$ cat src/hdl/sapq_pkg.sv
// ----------------------------------------------------------------------------
// sapq_pkg
// Shared codes, widths and controller/datapath interface types for the
// sorted array priority queue.
// ----------------------------------------------------------------------------
`default_nettype none

package sapq_pkg;

  localparam int DEPTH_DEF = 16;

  localparam int KIND_W   = 3;
  localparam int VALUE_W  = 32;
  localparam int PRIO_W   = 32;
  localparam int INDEX_W  = 4;
  localparam int STATUS_W = 2;
  localparam int ECNT_W   = 5;

  localparam int IN_TDATA_W  = 72;  // 68 bits of fields, padded to bytes
  localparam int IN_TUSER_W  = KIND_W;
  localparam int OUT_TDATA_W = 40;

  // operation kinds
  localparam logic [KIND_W-1:0] KIND_PUSH  = 3'd0;
  localparam logic [KIND_W-1:0] KIND_POP   = 3'd1;
  localparam logic [KIND_W-1:0] KIND_FIND  = 3'd2;
  localparam logic [KIND_W-1:0] KIND_READ  = 3'd3;
  localparam logic [KIND_W-1:0] KIND_CLEAR = 3'd4;

  // result status codes
  localparam logic [STATUS_W-1:0] ST_OK    = 2'd0;
  localparam logic [STATUS_W-1:0] ST_EMPTY = 2'd1;
  localparam logic [STATUS_W-1:0] ST_FULL  = 2'd2;
  localparam logic [STATUS_W-1:0] ST_RANGE = 2'd3;

  // controller -> datapath
  typedef struct packed {
    logic                load;    // request accepted, capture the result
    logic                push;
    logic                pop;
    logic                find;
    logic                read;
    logic                clear;
    logic [STATUS_W-1:0] status;
  } cmd_t;

  // datapath -> controller
  typedef struct packed {
    logic full;
    logic empty;
    logic idx_ok;   // requested index lies below the entry count
  } sts_t;

endpackage

`default_nettype wire

$ cat src/hdl/sorted_array_priority_queue.sv
// ----------------------------------------------------------------------------
// sorted_array_priority_queue
// Bounded min-priority queue of value/priority pairs kept in sorted cells.
// ----------------------------------------------------------------------------
//  channel | ports                          | contents
//  in      | in_tvalid/in_tready/in_tdata   | value, priority_req, index
//          | in_tuser                       | kind
//  out     | out_tvalid/out_tready/out_tdata| result_value, found, status,
//          |                                | entry_count
//
//  Each request executes in the cycle it is accepted; its result shows on
//  out_* in the next cycle. The single output register sets the rate: one
//  request per cycle while the sink takes each result as it appears; while
//  a result waits, the next request can enter only as that result leaves.
//  A stalled result holds; in_tready then drops until it is taken.
//  Reset empties the queue; stored cells are not cleared.
// ----------------------------------------------------------------------------
`default_nettype none

module sorted_array_priority_queue #(
  parameter int DEPTH = sapq_pkg::DEPTH_DEF
) (
  input  wire                                 clk,
  input  wire                                 rst_n,
  input  wire                                 in_tvalid,
  output logic                                in_tready,
  // [31:0] value, [63:32] priority_req, [67:64] index, [71:68] zero
  input  wire [sapq_pkg::IN_TDATA_W-1:0]      in_tdata,
  // [2:0] kind
  input  wire [sapq_pkg::IN_TUSER_W-1:0]      in_tuser,
  output logic                                out_tvalid,
  input  wire                                 out_tready,
  // [31:0] result_value, [32] found, [34:33] status, [39:35] entry_count
  output logic [sapq_pkg::OUT_TDATA_W-1:0]    out_tdata
);
  import sapq_pkg::*;

  cmd_t cmd;
  sts_t sts;

  logic [VALUE_W-1:0]  result_value;
  logic                found;
  logic [STATUS_W-1:0] status;
  logic [ECNT_W-1:0]   entry_count;

  sapq_ctrl u_ctrl (
    .clk        (clk),
    .rst_n      (rst_n),
    .in_tvalid  (in_tvalid),
    .in_tready  (in_tready),
    .kind       (in_tuser[KIND_W-1:0]),
    .out_tvalid (out_tvalid),
    .out_tready (out_tready),
    .sts        (sts),
    .cmd        (cmd)
  );

  sapq_dp #(
    .DEPTH (DEPTH)
  ) u_dp (
    .clk          (clk),
    .rst_n        (rst_n),
    .cmd          (cmd),
    .in_value     (in_tdata[31:0]),
    .in_prio      (in_tdata[63:32]),
    .in_index     (in_tdata[67:64]),
    .sts          (sts),
    .result_value (result_value),
    .found        (found),
    .status       (status),
    .entry_count  (entry_count)
  );

  assign out_tdata = {entry_count, status, found, result_value};

endmodule

`default_nettype wire

$ cat src/hdl/sapq_ctrl.sv
// ----------------------------------------------------------------------------
// sapq_ctrl
// Request decode, status selection and output register handshake control.
// ----------------------------------------------------------------------------
`default_nettype none

module sapq_ctrl (
  input  wire                          clk,
  input  wire                          rst_n,
  input  wire                          in_tvalid,
  output logic                         in_tready,
  input  wire [sapq_pkg::KIND_W-1:0]   kind,
  output logic                         out_tvalid,
  input  wire                          out_tready,
  input  sapq_pkg::sts_t               sts,
  output sapq_pkg::cmd_t               cmd
);
  import sapq_pkg::*;

  localparam logic S_IDLE = 1'b0;  // output register empty
  localparam logic S_HOLD = 1'b1;  // result waiting for the sink

  logic state_r, state_nxt;
  logic accept;

  // a new request may enter in the same cycle the held result leaves
  assign in_tready  = (state_r == S_IDLE) || out_tready;
  assign out_tvalid = (state_r == S_HOLD);
  assign accept     = in_tvalid && in_tready;

  always_comb begin
    case (state_r)
      S_IDLE:  state_nxt = accept ? S_HOLD : S_IDLE;
      S_HOLD:  state_nxt = (out_tready && !accept) ? S_IDLE : S_HOLD;
      default: state_nxt = S_IDLE;
    endcase
  end

  always_ff @(posedge clk) begin
    if (!rst_n) begin
      state_r <= S_IDLE;
    end else begin
      state_r <= state_nxt;
    end
  end

  always_comb begin
    cmd        = '0;
    cmd.load   = accept;
    cmd.status = ST_OK;
    case (kind)
      KIND_PUSH: begin
        if (sts.full) cmd.status = ST_FULL;
        else          cmd.push   = accept;
      end
      KIND_POP: begin
        if (sts.empty) cmd.status = ST_EMPTY;
        else           cmd.pop    = accept;
      end
      KIND_FIND:  cmd.find  = accept;
      KIND_READ: begin
        if (sts.idx_ok) cmd.read   = accept;
        else            cmd.status = ST_RANGE;
      end
      KIND_CLEAR: cmd.clear = accept;
      default:    ;
    endcase
  end

  a_one_op: assert property (@(posedge clk) disable iff (!rst_n)
    $onehot0({cmd.push, cmd.pop, cmd.find, cmd.read, cmd.clear}))
    else $error("more than one operation issued");

  a_op_needs_load: assert property (@(posedge clk) disable iff (!rst_n)
    (cmd.push || cmd.pop || cmd.find || cmd.read || cmd.clear) |-> cmd.load)
    else $error("operation issued without an accepted request");

  a_load_shows: assert property (@(posedge clk) disable iff (!rst_n)
    cmd.load |=> out_tvalid)
    else $error("accepted request produced no result");

endmodule

`default_nettype wire

$ cat src/hdl/sapq_dp.sv
// ----------------------------------------------------------------------------
// sapq_dp
// Row of compare-and-shift cells holding entries in ascending priority,
// the entry count, and the registered result.
// ----------------------------------------------------------------------------
`default_nettype none

module sapq_dp #(
  parameter int DEPTH = sapq_pkg::DEPTH_DEF
) (
  input  wire                              clk,
  input  wire                              rst_n,
  input  sapq_pkg::cmd_t                   cmd,
  input  wire [sapq_pkg::VALUE_W-1:0]      in_value,
  input  wire [sapq_pkg::PRIO_W-1:0]       in_prio,
  input  wire [sapq_pkg::INDEX_W-1:0]      in_index,
  output sapq_pkg::sts_t                   sts,
  output logic [sapq_pkg::VALUE_W-1:0]     result_value,
  output logic                             found,
  output logic [sapq_pkg::STATUS_W-1:0]    status,
  output logic [sapq_pkg::ECNT_W-1:0]      entry_count
);
  import sapq_pkg::*;

  localparam int CW  = $clog2(DEPTH + 1);
  localparam int RDN = (DEPTH < (1 << INDEX_W)) ? DEPTH : (1 << INDEX_W);

  logic        [VALUE_W-1:0] val_r  [DEPTH];
  logic        [VALUE_W-1:0] val_nxt[DEPTH];
  logic signed [PRIO_W-1:0]  pri_r  [DEPTH];
  logic signed [PRIO_W-1:0]  pri_nxt[DEPTH];
  logic [CW-1:0]             count_r, count_nxt;

  logic [DEPTH-1:0]    gt;      // occupied cell with strictly larger priority
  logic [DEPTH-1:0]    gt_up;   // gt of the cell below
  logic [DEPTH-1:0]    hit;
  logic [VALUE_W-1:0]  rd_val;
  logic [CW+INDEX_W-1:0] idx_ext, cnt_ext;
  logic [CW+ECNT_W-1:0]  ecnt_ext;

  logic [VALUE_W-1:0]  res_value_r, res_value_nxt;
  logic                found_r, found_nxt;
  logic [STATUS_W-1:0] status_r;

  always_comb begin
    for (int i = 0; i < DEPTH; i++) begin
      gt[i]  = (CW'(i) < count_r) && (pri_r[i] > $signed(in_prio));
      hit[i] = (CW'(i) < count_r) && (val_r[i] == in_value);
    end
  end

  assign gt_up = {gt[DEPTH-2:0], 1'b0};

  always_comb begin
    rd_val = '0;
    for (int i = 0; i < RDN; i++) begin
      if (in_index == INDEX_W'(i)) rd_val = val_r[i];
    end
  end

  assign idx_ext = {{CW{1'b0}}, in_index};
  assign cnt_ext = {{INDEX_W{1'b0}}, count_r};

  assign sts.full   = (count_r == CW'(DEPTH));
  assign sts.empty  = (count_r == '0);
  assign sts.idx_ok = (idx_ext < cnt_ext);

  // cell updates
  always_comb begin
    for (int i = 0; i < DEPTH; i++) begin
      val_nxt[i] = val_r[i];
      pri_nxt[i] = pri_r[i];
    end
    if (cmd.push) begin
      // larger entries move up one place; new entry lands after equals
      for (int i = 0; i < DEPTH; i++) begin
        if (gt_up[i]) begin
          val_nxt[i] = val_r[i-1 < 0 ? 0 : i-1];
          pri_nxt[i] = pri_r[i-1 < 0 ? 0 : i-1];
        end else if (gt[i] || CW'(i) == count_r) begin
          val_nxt[i] = in_value;
          pri_nxt[i] = $signed(in_prio);
        end
      end
    end else if (cmd.pop) begin
      for (int i = 0; i < DEPTH - 1; i++) begin
        val_nxt[i] = val_r[i+1];
        pri_nxt[i] = pri_r[i+1];
      end
    end
  end

  always_comb begin
    count_nxt = count_r;
    if (cmd.push)       count_nxt = count_r + 1'b1;
    else if (cmd.pop)   count_nxt = count_r - 1'b1;
    else if (cmd.clear) count_nxt = '0;
  end

  always_comb begin
    res_value_nxt = '0;
    if (cmd.pop)       res_value_nxt = val_r[0];
    else if (cmd.read) res_value_nxt = rd_val;
    found_nxt = cmd.find && (|hit);
  end

  always_ff @(posedge clk) begin
    for (int i = 0; i < DEPTH; i++) begin
      val_r[i] <= val_nxt[i];
      pri_r[i] <= pri_nxt[i];
    end
    if (cmd.load) begin
      res_value_r <= res_value_nxt;
      found_r     <= found_nxt;
      status_r    <= cmd.status;
    end
  end

  always_ff @(posedge clk) begin
    if (!rst_n) begin
      count_r <= '0;
    end else begin
      count_r <= count_nxt;
    end
  end

  assign ecnt_ext     = {{ECNT_W{1'b0}}, count_r};
  assign entry_count  = ecnt_ext[ECNT_W-1:0];
  assign result_value = res_value_r;
  assign found        = found_r;
  assign status       = status_r;

  a_count_bound: assert property (@(posedge clk) disable iff (!rst_n)
    count_r <= CW'(DEPTH))
    else $error("entry count above depth");

  a_push_grows: assert property (@(posedge clk) disable iff (!rst_n)
    rst_n && cmd.push |=> count_r == $past(count_r) + 1'b1)
    else $error("push did not add one entry");

  a_clear_empties: assert property (@(posedge clk) disable iff (!rst_n)
    rst_n && cmd.clear |=> count_r == '0)
    else $error("clear left entries");

  a_head_is_min: assert property (@(posedge clk) disable iff (!rst_n)
    (count_r > CW'(1)) |-> (pri_r[0] <= pri_r[1]))
    else $error("head entry out of order");

endmodule

`default_nettype wire
$ cat config.mk
export PLATFORM = sky130hd
export DESIGN_NAME = sorted_array_priority_queue
export DESIGN_NICKNAME = d
export VERILOG_FILES = /design/src/hdl/sapq_pkg.sv /design/src/hdl/sorted_array_priority_queue.sv /design/src/hdl/sapq_ctrl.sv /design/src/hdl/sapq_dp.sv
export SDC_FILE = /design/constraint.sdc
export NUM_CORES = 2
export LEC_CHECK = 0
export BUFFER_PORTS_ARGS = -buffer_cell sky130_fd_sc_hd__buf_2
export CAP_MARGIN = 20
export CORE_MARGIN = 4
export CORE_UTILIZATION = 40
export CTS_CLUSTER_DIAMETER = 150
export DETAILED_ROUTE_END_ITERATION = 10
export PLACE_DENSITY = 0.66
export SKIP_LAST_GASP = 1
export SYNTH_ARGS = -nofsm -noshare
export SYNTH_HDL_FRONTEND = slang
export SYNTH_SLANG_ARGS = --single-unit
$ cat constraint.sdc
create_clock -name clk -period 12 [get_ports clk]
set_input_delay 0 -clock clk [delete_from_list [all_inputs] [get_ports clk]]
set_output_delay 0 -clock clk [all_outputs]
set_load 0.02 [all_outputs]
==> results.toml <==
[sta]
hold_slack_ns = 0.0630
tightest_slew_ns = 1.30
fin_setup_tns_ns = 0
hold_viol = 0
slew_headroom_pct = 12.9
setup_viol = 0
fin_worst_skew_ns = 0.0469
rsz0062_at_grt = "false"
period_minus_slack_ns = 6.07
fmax_mhz = 165
min_period_over_period_pct = 50.6
slew_violations = 0
fin_ws_ns = 5.93

[synthesis]
synth_compound_area_share_pct = 18.3
ys.flop_type = "edfxtp_1"
netlist_area_um2 = 74000
ys_ff_latch = 1065
synth_top_family_by_area = "compound AO/OA/AOI/OAI gates"
netlist.top_cell.by_area = "edfxtp_1"
synth_top_area_share_pct = 42.9
async_reset_ff_share_pct = 0
synth_simple_gate_area_share_pct = 12.8
ys_seq_area_share_pct = 43.1
synthCells = 7359
syn_nets = 7958
ys_types = 80
yosys.area_share.adder_pct = 8.79
synthMuxAreaShare_pct = 7.15
synth-edff-count = 1059
ys_warn_count = 0
synth-xor-area-share_pct = 6.07
synth_area_leaders = "edfxtp_1 43%, ha_1 8.8%, a221o_1 6.0%"
syn_avg_cell_area_um2 = 10.1

[placement]
placedCellCount = 9490
dp_slack_ns = 5.94
place_hpwl_mm = 244
port_buffers = 116
gp_congestion = 1.07

[clocking]
htreeDepth = 4
root_buffer = "clkbuf_16"
clk_pin_slew_worst_paths_ns = 0.06
cts_resized = 0
cts_tree = "done"
cts_buffers = 132
clockBufferDepth = 3
cts_setup_buffers = 0
cts_sinks = 1065
clk_latency_ns = 0.85

[power_and_ir_drop]
p_comb_share_pct = 12.9
p_sw_share_pct = 28.5
leakage_uw = 0.0282
intPower_uw = 6920
powerDensity_nw_per_um2 = 118
pwr-share-clk_pct = 43.2
ir_drop_mv = 0.159
p_seq_share_pct = 43.9
power_switching_uw = 2750

[setup_path]
crit_slowest_cell = "nor3_1"
ff2ff_path_depth = 12
critPathTopFamily = "buffers and inverters"
cp-end-kind = "register"
critPathKind = "in -> reg"
cp_num_cells = 15
crit_required_ns = 12.56
start_kind = "primary input"
critPathMaxFanout = 33
arrival_ns = 6.63
slowest_delay_ns = 0.91
crit-reg2reg-launch = "u_dp.pri_r[3][95]"
crit_path_frequent_cell = "buf_4"
path_cells = "dlygate4sd3_1, buf_2, inv_1, ha_1, nand4_1, nor3_1, nand3_1, a211oi_1, buf_4, a211oi_1, and3_1, nor4_4, buf_4, buf_4, mux2_2"
worst-path-buf-inv = 6
r2r_setup_slack_ns = 6.00
reg2reg_to = "u_dp.val_r[15][18]"

[drt]
viasPerCell = 6.92
antenna_left = 0
routedWlPerCell_um = 36.7
num_vias = 67991
drt-total-wl_mm = 361
drc_errors = 0
drt-pass1-iter-count = 8
drt_iter0_drc = 12821

[global_route]
grt_pass1_wl_mm = 493
first_global_vias = 61123
antenna_found_initial = 47
grtUsageTotal_pct = 36.0
grt_use_met1_pct = 48.9
grtUsageMet3_pct = 13.1
gr-total-overflow = 0
grt_max_degree = 204
busiest_layer = "met2"
met2_usage_pct = 50.0

[floorplanning]
start_util_pct = 40.4
io_pins = 121
rows = 157
die_w_um = 438
core_um2 = 183000
die_height_um = 438
die-area_um2 = 192000

[cells_and_area]
fin_cells = 9831
final_nets = 7843
drive_above_1_share_pct = 8.35
synthToLayoutAreaGrowth_pct = 11.0

[outcome]
status = "finished, final reports clean"

[min_path]
hold_end = "u_dp.val_r[1][10]"
holdCritStartpoint = "in_tdata[10]"
holdPathStages = 3
hold_path.class = "in -> reg"

[flow_run]
maxCapViolations = 0
==> placed cells by master (no fill, tap or decap), types with 142 or more instances in the layout <==
cell type and instances:
edfxtp_1 1059, nand2_1 987, nor2_1 678, ha_1 520, a221o_1 447, mux2i_1 398
a21oi_1 385, xor2_1 349, o21ai_0 343, xnor2_1 164, o211ai_1 163, buf_4 145
nand4_1 142
==> repair_timing <==
action                                  4_1_cts  5_1_grt
endpoints found under the hold margin       438        0
hold buffers                                 73        0
endpoints found under the setup margin        0        0
==> layout make-up <==
cell class	count	area, um2
Clock buffer	162	3460
Multi-Input combinational cell	5617	39900
Fill cell	17391	101000
Antenna cell	24	60.1
Timing Repair Buffer	353	2690
Sequential cell	1065	31900
Clock inverter	71	850
Tap cell	2464	3080
Inverter	75	282
==> registers in the layout, indices dropped and copies added, names as in the netlist <==
| signal | cells |
|---|---|
| u_dp.status | 2 |
| u_dp.pri_r | 512 |
| u_ctrl.out_tvalid | 1 |
| u_dp.val_r | 512 |
| u_dp.entry_count | 5 |
| u_dp.result_value | 32 |
| u_dp.found | 1 |
==> per-stage QoR <==
step                total power, uW  util (%)  cell area, um2
floorplan                      4970         -           74000
CTS                            9600      44.7           82000
global route                   9850      44.8           82200
finish                         9670      44.8           82200
detailed placement             5470      42.0           77000
global placement               5450      41.9           76900
==> synth_stat cells, types with 16 or more instances <==
master / n
nor3_1: 58
nand4_1: 142
inv_1: 73
xnor2_1: 164
o221ai_1: 31
buf_2: 85
a221o_1: 447
a222oi_1: 19
xor2_1: 349
nor2_1: 694
nand2_1: 988
nand3_1: 82
nor2b_1: 18
nand2b_1: 16
o21ai_0: 343
mux2i_1: 399
a21o_1: 122
o21a_1: 16
a211oi_1: 39
ha_1: 520
clkbuf_1: 431
mux4_2: 21
and3_1: 17
a41oi_1: 21
and2_1: 37
edfxtp_1: 1059
buf_1: 59
o211ai_1: 163
mux2_2: 70
a21oi_1: 389
nor4_1: 112
o21ai_1: 55
a31oi_1: 31
a221oi_1: 51
a22oi_1: 55
==> worst reg2reg max path: cells and delay by family (launching register included) <==
kind	cells	cell delay, ns
AO/OA/AOI/OAI	2	0.50
adder cells (fa/ha/maj)	1	0.44
buffers and inverters	3	1.74
flip-flops	1	0.41
multiplexers	1	0.49
AND/OR/NAND/NOR	5	2.19
==> power groups by stage <==
stage | Combinational [uW] | Sequential (uW) | Clock, uW
6_report | 1250 | 4250 | 4170
5_1_grt | 1280 | 4250 | 4310
4_1_cts | 1180 | 4240 | 4180
3_5_place_dp | 1150 | 4320 | 0
3_3_place_gp | 1130 | 4320 | 0
2_1_floorplan | 672 | 4300 | 0
==> metal layers <==
metal	wire length [um]	share of wire (%)	up-vias
met4	21900	6.1	30
met3	53400	15	1024
li1	-	-	27763
met1	140000	39	33535
met5	193	0.053	-
met2	146000	40	5639
==> logic make-up (layout without fill, tap and decap cells) <==
family,Yosys count,in the layout
muxes,492,492
AOI/OAI and AO/OA,1889,1889
xor gates and xnor gates,513,513
buffers and inverters,677,661
adders and majority gates,520,520
DFF,1065,1065
other,0,24
and+or+nand+nor,2203,2203
==> how the worst max path moves through the flow <==
stage                      startpoint            endpoint
floorplan           u_dp.pri_r[2][29]    u_dp.pri_r[2][0]
global placement         in_tdata[63]   u_dp.val_r[1][19]
detailed placement       in_tdata[63]   u_dp.val_r[1][21]
CTS                      in_tdata[63]   u_dp.val_r[1][18]
global route             in_tdata[63]    u_dp.val_r[1][8]
finish                   in_tdata[63]  u_dp.val_r[15][18]
Power figures use the tool's default switching activity.
